`src/skt_pkg.sv`:
```
// Shared types and codes for the sorted key table.
`default_nettype none

package skt_pkg;

    // Fixed field widths
    localparam int unsigned KEY_W = 16;
    localparam int unsigned PIN_W = 8;
    localparam int unsigned OUT_W = 9;
    localparam int unsigned CMD_W = 2;

    // Command codes
    localparam logic [CMD_W-1:0] CMD_INSERT = 2'd0;
    localparam logic [CMD_W-1:0] CMD_LOOKUP = 2'd1;
    localparam logic [CMD_W-1:0] CMD_READ   = 2'd2;

    // Result status codes
    typedef enum logic [2:0] {
        ST_OK      = 3'd0,
        ST_DUP     = 3'd1,
        ST_FULL    = 3'd2,
        ST_MISSING = 3'd3,
        ST_RANGE   = 3'd4
    } status_t;

    // Source of the reported position
    typedef enum logic [1:0] {
        POS_LO  = 2'd0,
        POS_MID = 2'd1,
        POS_PIN = 2'd2
    } pos_sel_t;

    // Commands from the controller to the datapath
    typedef struct packed {
        logic     load;
        logic     search_rd;
        logic     step_low;
        logic     step_high;
        logic     shift_init;
        logic     shift;
        logic     write_key;
        logic     read_issue;
        logic     res_load;
        status_t  res_status;
        pos_sel_t res_pos;
        logic     res_key;
    } dp_ctl_t;

    // Status from the datapath to the controller
    typedef struct packed {
        logic nonempty;
        logic key_lt;
        logic key_eq;
        logic shift_more;
        logic full;
        logic pin_ok;
        logic is_lookup;
    } dp_stat_t;

endpackage

`default_nettype wire

```
`src/skt_ctrl.sv`:
```
// Controller state machine for the sorted key table.
`default_nettype none

module skt_ctrl
    import skt_pkg::*;
(
    input  wire logic         clk,
    input  wire logic         rst_n,
    input  wire logic         start,
    input  wire logic [1:0]   command,
    input  wire dp_stat_t     stat,
    output dp_ctl_t           ctl,
    output logic              busy,
    output logic              done
);

    typedef enum logic [2:0] {
        S_IDLE,
        S_SEARCH,
        S_COMPARE,
        S_SHIFT,
        S_WRITE_KEY,
        S_READ_ISSUE,
        S_READ_TAKE
    } state_t;

    state_t state_reg, state_next;
    logic   busy_reg, busy_next;
    logic   done_reg, done_next;

    // Decode the next step and the datapath commands
    always_comb
    begin
        state_next = state_reg;
        ctl        = '0;
        done_next  = 1'b0;
        case (state_reg)
            S_IDLE:
            begin
                if (start)
                begin
                    ctl.load   = 1'b1;
                    state_next = command[1] ? S_READ_ISSUE : S_SEARCH;
                end
            end
            S_SEARCH:
            begin
                if (stat.nonempty)
                begin
                    ctl.search_rd = 1'b1;
                    state_next    = S_COMPARE;
                end
                else if (stat.is_lookup)
                begin
                    ctl.res_load   = 1'b1;
                    ctl.res_status = ST_MISSING;
                    ctl.res_pos    = POS_LO;
                    done_next      = 1'b1;
                    state_next     = S_IDLE;
                end
                else if (stat.full)
                begin
                    ctl.res_load   = 1'b1;
                    ctl.res_status = ST_FULL;
                    ctl.res_pos    = POS_LO;
                    done_next      = 1'b1;
                    state_next     = S_IDLE;
                end
                else
                begin
                    ctl.shift_init = 1'b1;
                    state_next     = S_SHIFT;
                end
            end
            S_COMPARE:
            begin
                if (stat.key_eq)
                begin
                    ctl.res_load   = 1'b1;
                    ctl.res_status = stat.is_lookup ? ST_OK : ST_DUP;
                    ctl.res_pos    = POS_MID;
                    done_next      = 1'b1;
                    state_next     = S_IDLE;
                end
                else
                begin
                    ctl.step_low  = stat.key_lt;
                    ctl.step_high = !stat.key_lt;
                    state_next    = S_SEARCH;
                end
            end
            S_SHIFT:
            begin
                ctl.shift = 1'b1;
                if (!stat.shift_more)
                begin
                    state_next = S_WRITE_KEY;
                end
            end
            S_WRITE_KEY:
            begin
                ctl.write_key  = 1'b1;
                ctl.res_load   = 1'b1;
                ctl.res_status = ST_OK;
                ctl.res_pos    = POS_LO;
                done_next      = 1'b1;
                state_next     = S_IDLE;
            end
            S_READ_ISSUE:
            begin
                if (stat.pin_ok)
                begin
                    ctl.read_issue = 1'b1;
                    state_next     = S_READ_TAKE;
                end
                else
                begin
                    ctl.res_load   = 1'b1;
                    ctl.res_status = ST_RANGE;
                    ctl.res_pos    = POS_PIN;
                    done_next      = 1'b1;
                    state_next     = S_IDLE;
                end
            end
            S_READ_TAKE:
            begin
                ctl.res_load   = 1'b1;
                ctl.res_status = ST_OK;
                ctl.res_pos    = POS_PIN;
                ctl.res_key    = 1'b1;
                done_next      = 1'b1;
                state_next     = S_IDLE;
            end
            default:
            begin
                state_next = S_IDLE;
            end
        endcase
        busy_next = (state_next != S_IDLE);
    end

    // Hold state and registered handshake outputs
    always_ff @(posedge clk or negedge rst_n)
    begin
        if (!rst_n)
        begin
            state_reg <= S_IDLE;
            busy_reg  <= 1'b0;
            done_reg  <= 1'b0;
        end
        else
        begin
            state_reg <= state_next;
            busy_reg  <= busy_next;
            done_reg  <= done_next;
        end
    end

    assign busy = busy_reg;
    assign done = done_reg;

endmodule

`default_nettype wire

```
`src/skt_dp.sv`:
```
// Datapath of the sorted key table: key memory, search bounds, shift pointer, result word.
`default_nettype none

module skt_dp
    import skt_pkg::*;
#(
    parameter int unsigned TABLE_DEPTH = 256
)
(
    input  wire logic             clk,
    input  wire logic             rst_n,
    input  wire dp_ctl_t          ctl,
    output dp_stat_t              stat,
    input  wire logic [CMD_W-1:0] command,
    input  wire logic [KEY_W-1:0] key,
    input  wire logic [PIN_W-1:0] position_in,
    output logic [2:0]            status,
    output logic [OUT_W-1:0]      position_out,
    output logic [KEY_W-1:0]      key_out,
    output logic [OUT_W-1:0]      entry_count
);

    localparam int unsigned AW = (TABLE_DEPTH > 1) ? $clog2(TABLE_DEPTH) : 1;
    localparam int unsigned CW = $clog2(TABLE_DEPTH + 1);
    localparam int unsigned PW = (CW > PIN_W) ? CW : PIN_W;

    // Key memory, one write and one registered read port
    logic [KEY_W-1:0] key_mem [TABLE_DEPTH];
    logic [KEY_W-1:0] rdata_reg;
    logic             we;
    logic [AW-1:0]    waddr;
    logic [KEY_W-1:0] wdata;
    logic             re;
    logic [AW-1:0]    raddr;

    // Search and shift registers
    logic [CW-1:0]    count_reg;
    logic [CW-1:0]    lo_reg;
    logic [CW-1:0]    hi_reg;
    logic [CW-1:0]    mid_reg;
    logic [CW-1:0]    sh_reg;
    logic [AW-1:0]    waddr_reg;
    logic             wpend_reg;
    logic [KEY_W-1:0] key_reg;
    logic [PIN_W-1:0] pin_reg;
    logic             lookup_reg;

    // Result word
    status_t          status_reg;
    logic [OUT_W-1:0] pos_reg;
    logic [KEY_W-1:0] kout_reg;

    logic [CW:0]      bound_sum;
    logic [CW-1:0]    mid_next;
    logic [CW-1:0]    sh_dec;
    logic [CW-1:0]    mid_inc;

    assign bound_sum = {1'b0, lo_reg} + {1'b0, hi_reg};
    assign mid_next  = bound_sum[CW:1];
    assign sh_dec    = sh_reg - 1'b1;
    assign mid_inc   = mid_reg + 1'b1;

    // Report conditions to the controller
    always_comb
    begin
        stat.nonempty   = (lo_reg < hi_reg);
        stat.key_lt     = (key_reg < rdata_reg);
        stat.key_eq     = (key_reg == rdata_reg);
        stat.shift_more = (sh_reg > lo_reg);
        stat.full       = (count_reg >= CW'(TABLE_DEPTH));
        stat.pin_ok     = (PW'(pin_reg) < PW'(count_reg));
        stat.is_lookup  = lookup_reg;
    end

    // Steer the memory ports
    always_comb
    begin
        we    = 1'b0;
        waddr = '0;
        wdata = '0;
        re    = 1'b0;
        raddr = '0;
        if (ctl.search_rd)
        begin
            re    = 1'b1;
            raddr = mid_next[AW-1:0];
        end
        if (ctl.shift)
        begin
            if (wpend_reg)
            begin
                we    = 1'b1;
                waddr = waddr_reg;
                wdata = rdata_reg;
            end
            if (stat.shift_more)
            begin
                re    = 1'b1;
                raddr = sh_dec[AW-1:0];
            end
        end
        if (ctl.write_key)
        begin
            we    = 1'b1;
            waddr = lo_reg[AW-1:0];
            wdata = key_reg;
        end
        if (ctl.read_issue)
        begin
            re    = 1'b1;
            raddr = AW'(pin_reg);
        end
    end

    // Write and read the key memory
    always_ff @(posedge clk)
    begin
        if (we)
        begin
            key_mem[waddr] <= wdata;
        end
        if (re)
        begin
            rdata_reg <= key_mem[raddr];
        end
    end

    // Track the entry count and the pending shift write
    always_ff @(posedge clk or negedge rst_n)
    begin
        if (!rst_n)
        begin
            count_reg <= '0;
            wpend_reg <= 1'b0;
        end
        else
        begin
            if (ctl.write_key)
            begin
                count_reg <= count_reg + 1'b1;
            end
            if (ctl.shift_init)
            begin
                wpend_reg <= 1'b0;
            end
            else if (ctl.shift)
            begin
                wpend_reg <= stat.shift_more;
            end
        end
    end

    // Advance the search bounds, the shift pointer and the result word
    always_ff @(posedge clk)
    begin
        if (ctl.load)
        begin
            lo_reg     <= '0;
            hi_reg     <= count_reg;
            key_reg    <= key;
            pin_reg    <= position_in;
            lookup_reg <= (command == CMD_LOOKUP);
        end
        if (ctl.search_rd)
        begin
            mid_reg <= mid_next;
        end
        if (ctl.step_low)
        begin
            hi_reg <= mid_reg;
        end
        if (ctl.step_high)
        begin
            lo_reg <= mid_inc;
        end
        if (ctl.shift_init)
        begin
            sh_reg <= count_reg;
        end
        else if (ctl.shift && stat.shift_more)
        begin
            sh_reg    <= sh_dec;
            waddr_reg <= sh_reg[AW-1:0];
        end
        if (ctl.res_load)
        begin
            status_reg <= ctl.res_status;
            case (ctl.res_pos)
                POS_LO:  pos_reg <= OUT_W'(lo_reg);
                POS_MID: pos_reg <= OUT_W'(mid_reg);
                POS_PIN: pos_reg <= OUT_W'(pin_reg);
                default: pos_reg <= '0;
            endcase
            kout_reg <= ctl.res_key ? rdata_reg : '0;
        end
    end

    assign status       = status_reg;
    assign position_out = pos_reg;
    assign key_out      = kout_reg;
    assign entry_count  = OUT_W'(count_reg);

endmodule

`default_nettype wire

```
`src/sorted_key_table.sv`:
```
// Sorted key table: top level joining the controller and the datapath.
// Lookup: a binary search, one memory read and one compare per probe.
// Insert: the lookup, a shift of the entries at and above the slot, then the key write.
// Read by index: one read, or a range status. Done is registered with the result word.
// One command at a time; the single read port, one read per cycle, sets the pace.
// Reset clears the count and the controller; memory contents are not cleared.
`default_nettype none

module sorted_key_table
    import skt_pkg::*;
#(
    parameter int unsigned TABLE_DEPTH = 256
)
(
    input  wire logic             clk,
    input  wire logic             rst_n,
    input  wire logic             start,
    output logic                  busy,
    input  wire logic [CMD_W-1:0] command,
    input  wire logic [KEY_W-1:0] key,
    input  wire logic [PIN_W-1:0] position_in,
    output logic                  done,
    output logic [2:0]            status,
    output logic [OUT_W-1:0]      position_out,
    output logic [KEY_W-1:0]      key_out,
    output logic [OUT_W-1:0]      entry_count
);

    dp_ctl_t  ctl;
    dp_stat_t stat;

    skt_ctrl u_ctrl (
        .clk     (clk),
        .rst_n   (rst_n),
        .start   (start),
        .command (command),
        .stat    (stat),
        .ctl     (ctl),
        .busy    (busy),
        .done    (done)
    );

    skt_dp #(
        .TABLE_DEPTH (TABLE_DEPTH)
    ) u_dp (
        .clk          (clk),
        .rst_n        (rst_n),
        .ctl          (ctl),
        .stat         (stat),
        .command      (command),
        .key          (key),
        .position_in  (position_in),
        .status       (status),
        .position_out (position_out),
        .key_out      (key_out),
        .entry_count  (entry_count)
    );

endmodule

`default_nettype wire

```
`config.mk`:
```
export PLATFORM = sky130hd
export DESIGN_NAME = sorted_key_table
export DESIGN_NICKNAME = d
export VERILOG_FILES = /design/src/skt_pkg.sv /design/src/skt_ctrl.sv /design/src/skt_dp.sv /design/src/sorted_key_table.sv
export SDC_FILE = /design/constraint.sdc
export NUM_CORES = 2
export LEC_CHECK = 0
export BUFFER_PORTS_ARGS = -buffer_cell sky130_fd_sc_hd__buf_2
export CAP_MARGIN = 0
export CORE_ASPECT_RATIO = 1.1
export CORE_MARGIN = 2
export CORE_UTILIZATION = 40
export DETAILED_ROUTE_END_ITERATION = 6
export PLACE_DENSITY = 0.6
export SLEW_MARGIN = 20
export SYNTH_ARGS = -nofsm -noshare
export SYNTH_HDL_FRONTEND = slang
export SYNTH_SLANG_ARGS = --single-unit
```
`constraint.sdc`:
```
create_clock -name clk -period 13.2 [get_ports clk]
set_input_delay 0.66 -clock clk [delete_from_list [all_inputs] [get_ports clk]]
set_output_delay 0.66 -clock clk [all_outputs]
set_load 0.02 [all_outputs]
```
Yosys cells after proc, flatten, opt, wreduce, memory -nomap -nowiden
Memory sizes are Yosys's and may differ from the RTL's. A register that Yosys moved wholly into a read port is not among the register bits.
Index checks and enable logic that the tools add are counted.
{"block": "word_totals", "ff_bits": 112, "output_inout_bits": 39, "memories": 1, "ram_bits": 4096, "wordCells": 113, "inputBits": 29}
{"block": "op_classes", "order_cmp": 5, "n_reduce_logical": 11, "n_bitwise": 1, "addsub": 4, "n_eq_ne": 10, "muxes": 65}
{"memory": "u_dp.key_mem", "depth": 256, "word_bits": 16, "read_ports": 1, "rd_clocked_by_memory_dff": 1, "write_ports": 1, "line": "skt_dp.sv:28", "text": "logic [KEY_W-1:0] key_mem [TABLE_DEPTH];"}
{"op": "$mux W8", "n": 7}
{"op": "$mux W9", "n": 6}
{"op": "$mux W16", "n": 3}
{"op": "$mux W1", "n": 31}
{"op": "$mux W6", "n": 5}
{"op": "$pmux W6 S5", "n": 1}
{"op": "$pmux W9 S3", "n": 1}
{"op": "$add A9 B1 Y9 const B", "n": 2}
{"op": "$eq A16 B16 Y1", "n": 1}
{"op": "$lt A16 B16 Y1", "n": 1}
{"op": "$mux W3", "n": 5}
{"op": "$pmux W3 S5", "n": 1}
{"op": "$add A9 B9 Y10", "n": 1}
{"op": "$eq A3 B3 Y1 const B", "n": 3}
{"op": "$ge A9 B9 Y1 const B", "n": 1}
{"op": "$gt A9 B9 Y1", "n": 1}
{"op": "$lt A8 B9 Y1", "n": 1}
{"op": "$lt A9 B9 Y1", "n": 1}
{"op": "$sub A9 B1 Y9 const B", "n": 1}
{"op": "$mux W2", "n": 4}
{"op": "$reduce_bool A2 Y1", "n": 4}
{"op": "$eq A3 B2 Y1 const B", "n": 2}
{"op": "$eq A2 B1 Y1 const B", "n": 2}
{"op": "$pmux W1 S4", "n": 1}
{"op": "other kinds (10)", "n": 10}

Depth between registers and ports, before layout
{"block": "depth", "depth_word": 7, "ltp_mapped": 23, "depth_no_buf": 14}

Modules after synthesis
From an unflattened synthesis, not the netlist that was laid out.
{"block": "unflattened", "cells_unflattened": 11320, "area_unflattened_um2": 166567.3}
{"mod": "skt_dp", "instances": 1, "area_per_inst_um2": 166165.6, "seq_area_each_um2": 126641.5, "cells_per_inst": 11268}
{"mod": "skt_ctrl", "instances": 1, "area_per_inst_um2": 401.6, "seq_area_each_um2": 125.1, "cells_per_inst": 52}

Least setup slack after synthesis
No wires, ideal clock.
{"block": "synth_path", "path_type": "register to register", "startpoint": "reg u_ctrl.state_reg[1]", "endpoint": "mem u_dp.key_mem[0][0] (data pin)", "t_arrival_ps": 10664, "path_slack_ps": 346, "synth_period_minus_slack_ps": 12854, "n_path_buf": 0, "stages_incl_launch_ff": 4, "setup_time_ps": 2190, "required_time_ps": 11010, "cell_sequence": "dfrtp_1 nor2_1 nand2_1 o21ai_0"}
{"block": "synth_between", "elab_chain_cells": 4, "word_cells_on_any_way": 6, "classes_between": "eq/ne (2); mux (4)"}
{"element": "from (decl)", "line": "skt_ctrl.sv:27", "text": "state_t state_reg, state_next;"}
{"element": "from (signal assigned)", "line": "skt_ctrl.sv:153", "text": "state_reg <= state_next;"}
{"element": "$eq A3 B2 Y1", "line": "skt_ctrl.sv:37", "text": "case (state_reg)"}
{"element": "$mux W1", "line": "skt_ctrl.sv:37"}
{"element": "$mux W16", "line": "skt_dp.sv:88", "text": "if (ctl.shift)"}
{"element": "$mux W16 (*)", "line": "skt_dp.sv:102", "text": "if (ctl.write_key)"}
{"element": "named net u_dp.wdata[0]", "line": "skt_dp.sv:32", "text": "logic [KEY_W-1:0] wdata;"}
{"element": "to (decl)", "line": "skt_dp.sv:28"}
Mark *: on every way through the listed nets, which the timed path passes. The rest lies on a longest branch.

Final worst setup path
{"block": "layout_path", "startpoint": "reg u_dp.lo_reg[5]", "endpoint": "reg u_dp.rdata_reg[11], read port of u_dp.key_mem (data pin)"}
{"block": "layout_between", "elab_chain_cells": 7, "word_cells_on_any_way": 13, "classes_between": "add/sub (1); order compare (2); mux (10)"}
{"element": "from (decl)", "line": "skt_dp.sv:38", "text": "logic [CW-1:0] lo_reg;"}
{"element": "from (signal assigned)", "line": "skt_dp.sv:174", "text": "lo_reg <= mid_inc;"}
{"element": "$lt A9 B9 Y1", "line": "skt_dp.sv:66", "text": "stat.nonempty = (lo_reg < hi_reg);"}
{"element": "$mux W1", "line": "skt_ctrl.sv:48", "text": "if (stat.nonempty)"}
{"element": "$mux W1", "line": "skt_ctrl.sv:37"}
{"element": "$mux W8 or $mux W1 (tied branches)", "line": "skt_dp.sv:83", "text": "if (ctl.search_rd)"}
{"element": "$mux W8 or $mux W1 (tied branches)", "line": "skt_dp.sv:96", "text": "if (stat.shift_more)"}
{"element": "$mux W8 or $mux W1 (tied branches)", "line": "skt_dp.sv:88"}
{"element": "$mux W8 or $mux W1 (tied branches)", "line": "skt_dp.sv:108", "text": "if (ctl.read_issue)"}
{"element": "to (decl)", "line": "skt_dp.sv:29", "text": "logic [KEY_W-1:0] rdata_reg;"}
Parallel ways exist; a longest one is shown, timed or not.
A chain may end at the register's enable or synchronous reset.

==> summary.md <==
| Metric | Value |
|---|---|
| Status | finished, violations left |
| Failing checks | design-rule violations |
| Post-synth EDFFs | 4209 |
| Min-delay worst type | input port to asynchronous set/reset pin |
| Ys async rst share | 0.00355 |
| CTS root buffer | clkbuf_16 |
| Number of flip-flops in the largest register | 4096 |
| Final total power | 0.0435 W |
| Initial antenna violation count | 33 |
| Peak supply drop | 0.000343 V |
| First-pass GRT wire length | 729 mm |
| Vias in the first global route | 95700 |
| Biggest register | u_dp.key_mem |
| Clock Tree Buf Depth | 4 |
| Routed Antenna Nets | 0 |
| Via Count | 100000 |
| Gates resized, CTS repair | 0 |
| DIE HEIGHT | 681 um |
| Worst-path fanout max | 124 |
| R2R Path Start | u_dp.lo_reg[5]$_SDFFCE_PN0P_ |
| Final-report hold violation count | 0 |
| Pre-antenna DRT Iters | 7 |
| Setup violations, final | 0 |
| Max Slew Vio Count | 0 |
| Routed vias/inst | 6.01 |
| Post-layout min period | 7.70 ns |
| Initial Util | 0.402 |
| Reg2reg setup slack | 5.50 ns |
| Clock-pin slew on the worst setup and hold paths | 0.06 ns |
| Post-Syn Area | 0.167 mm^2 |
| Crit-path leading delay family | simple AND/OR/NAND/NOR gates |
| Wire per inst | 31.3 um |
| Most used flip-flop cell after synthesis | edfxtp_1 |
| FF-to-FF path depth | 15 |
| Initial DRC count | 14100 |
| Synth Register Bits | 4224 |
| Synth Instances | 10500 |
| Critical path class | flip-flop to flip-flop |
| Worst slew pin tran | 1.26 ns |
| Worst flop-to-flop path endpoint | u_dp.rdata_reg[11]$_DFFE_PP_ |
| TNS Setup | 0 ns |
| WL final | 523 mm |
| Max transition margin | 0.141 |
| Sequential cell area fraction in the yosys report | 0.761 |
| Clk_lat worst skew | 1.02 ns |
| Die Wd | 619 um |
| Final Wtd Congestion | 0.917 |
| Global Route Usage Sum | 0.242 |
| Synth Area per Inst | 15.8 um^2 |
| Rows | 248 |
| Core box area | 0.415 mm^2 |
| Port buffer count | 67 |
| Layout Nets | 10900 |
| Peak Freq | 130 MHz |
| CTS sink cnt | 4224 |
| Inserted Clock Buffers | 430 |
| LEAKAGE | 62.8 nW |
| CTS tree | done |
| Pwr Density | 229 mW/mm^2 |
| Share of cells above drive strength 1 | 0.145 |
| CP max stage delay | 0.85 ns |
| Post-Syn Nets | 10600 |
| Fin crit share | 0.583 |
| Largest net degree at the start of global routing | 203 |
| CP Buf/Inv Count | 4 |
| Worst EP arrival | 8.34 ns |
| Yosys cell types | 86 |
| Inst Count DP | 15800 |
| Layout Skew | 0.0677 ns |
| Synth warn | 0 |
| Startpoint types | flip-flop |
| RSZ-0062 raised after global routing | false |
| Number of remaining DRC errors | 1 |
| CP max stage cell | a2111oi_0 |
| Ports | 68 |
| Htree depth | 5 |
| Hpwl dp | 305 mm |
| Crit. End Element | flip-flop |
| Critical path, cell by cell | ha_1 -> nand4_1 -> nor2_1 -> a211oi_2 -> buf_4 -> nand3_1 -> nand3_4 -> buf_12 -> buf_4 -> buf_12 -> mux4_2 -> a2111oi_0 -> a22oi_1 -> nand3_1 -> nand4_1 |
| Congestion Overflow GR | 0 |
| Max Cap Viol | 0 |
| Fin cells | 16700 |
| Die area | 0.422 mm^2 |
| Data required time at the worst endpoint | 13.84 ns |
| Area Growth Syn to Fin | 13.8% |
==> through the flow <==
stage          hold WS [ns]  utilization  cell area (um^2)  setup WS (ns)
4_1_cts              0.0757        0.457            189000           5.59
3_5_place_dp          0.525        0.423            175000           5.59
2_1_floorplan         0.364            -            167000          0.346
5_1_grt               0.133        0.457            190000           5.39
6_report              0.133        0.457            190000           5.50
3_3_place_gp          0.531        0.422            175000           3.04
==> power breakdown <==
group | internal [W] | switching [W] | total, W
combinational | 0.00430 | 0.0111 | 0.0154
sequential | 0.0158 | 0.000253 | 0.0160
clock | 0.00687 | 0.00514 | 0.0120
total | 0.0270 | 0.0165 | 0.0435
==> layout by cell type (no fill, tap or decap), types with 56 or more instances in the layout <==
cell          n
nor2_2       59
mux2i_1     484
nand2_1    1969
mux4_2      293
o31a_1       61
edfxtp_1   4209
a22oi_1     146
clkinv_2     73
nand3_1     647
a211oi_1    106
o21ai_0     103
nand4_1     173
a31oi_1     193
a21oi_1     174
buf_2        68
inv_1        56
clkbuf_1     88
clkinv_1    100
a32oi_1     152
clkbuf_16   436
buf_4       389
nor2_1      276
==> worst max-delay path by stage <==
stage	start	to	cells past startpoint	slack [ns]
after global routing	u_dp.lo_reg[3]$_SDFFCE_PN0P_	u_dp.rdata_reg[12]$_DFFE_PP_	16	5.39
after global placement	u_dp.lo_reg[5]$_SDFFCE_PN0P_	u_dp.rdata_reg[5]$_DFFE_PP_	16	3.04
after detailed placement	u_dp.lo_reg[5]$_SDFFCE_PN0P_	u_dp.rdata_reg[14]$_DFFE_PP_	16	5.59
final	u_dp.lo_reg[5]$_SDFFCE_PN0P_	u_dp.rdata_reg[11]$_DFFE_PP_	15	5.50
after CTS	u_dp.lo_reg[5]$_SDFFCE_PN0P_	u_dp.rdata_reg[14]$_DFFE_PP_	16	5.59
after floorplan	u_ctrl.state_reg[1]$_DFF_PN0_	u_dp.key_mem[0][0]$_DFFE_PP_	3	0.35
==> kinds of logic (layout without fill, tap and decap cells) <==
group                    Yosys count  count (layout)  share of synthesized area
AO/OA/AOI/OAI                   1351            1351                     0.0593
buffers and inverters            737            1372                     0.0195
adder cells (fa/ha/maj)           52              52                    0.00395
XOR/XNOR                          26              26                    0.00137
flip-flops                      4224            4224                      0.761
multiplexers                     789             789                     0.0695
AND/OR/NAND/NOR                 3346            3346                     0.0856
other                              0              10                          0
==> metal layers <==
metal | up-vias | track usage | part of all wire
li1 | 41700 | - | -
met1 | 51700 | 0.320 | 0.38
met2 | 5712 | 0.378 | 0.46
met3 | 1110 | 0.0501 | 0.10
met4 | 16 | 0.127 | 0.061
met5 | - | 0 | 0.00020
==> area by class of cell <==
class                           count  area (um^2)
Clock buffer                      524        11200
Sequential cell                  4224       127000
Timing Repair Buffer              528         4340
Inverter                           59          221
Tap cell                         5500         6880
Clock inverter                    261         2550
Antenna cell                       10         25.0
Fill cell                       35200       225000
Multi-Input combinational cell   5564        37700
==> cells in the mapped netlist, types with 15 or more instances <==
cell,count,area (um^2)
a211oi_1,111,833
buf_2,231,1160
a32oi_1,152,1330
nor2_1,381,1430
o21ai_0,110,551
mux2i_1,484,4840
ha_1,51,638
edfxtp_1,4209,126000
buf_1,66,248
o2111ai_1,48,420
nor3_1,27,135
a221oi_1,32,280
nand3_1,653,3270
mux4_2,293,6600
inv_1,56,210
a2111oi_0,30,263
nand2_1,1988,7460
and3_1,16,100
a22o_1,48,420
clkbuf_1,345,1290
o22a_1,22,193
xnor2_1,18,158
a21oi_1,178,891
buf_4,18,135
dfrtp_1,15,375
o211ai_1,36,270
o22ai_1,30,188
buf_6,17,191
nand4_1,173,1080
o31a_1,61,534
a22oi_1,146,1100
a311oi_1,49,429
a31oi_1,193,1210
==> timing repair <==
action,CTS,global route
endpoints found under the hold margin,41,0
hold buffers,27,0
buffers inserted,0,0
Power figures use the tool's default switching activity.
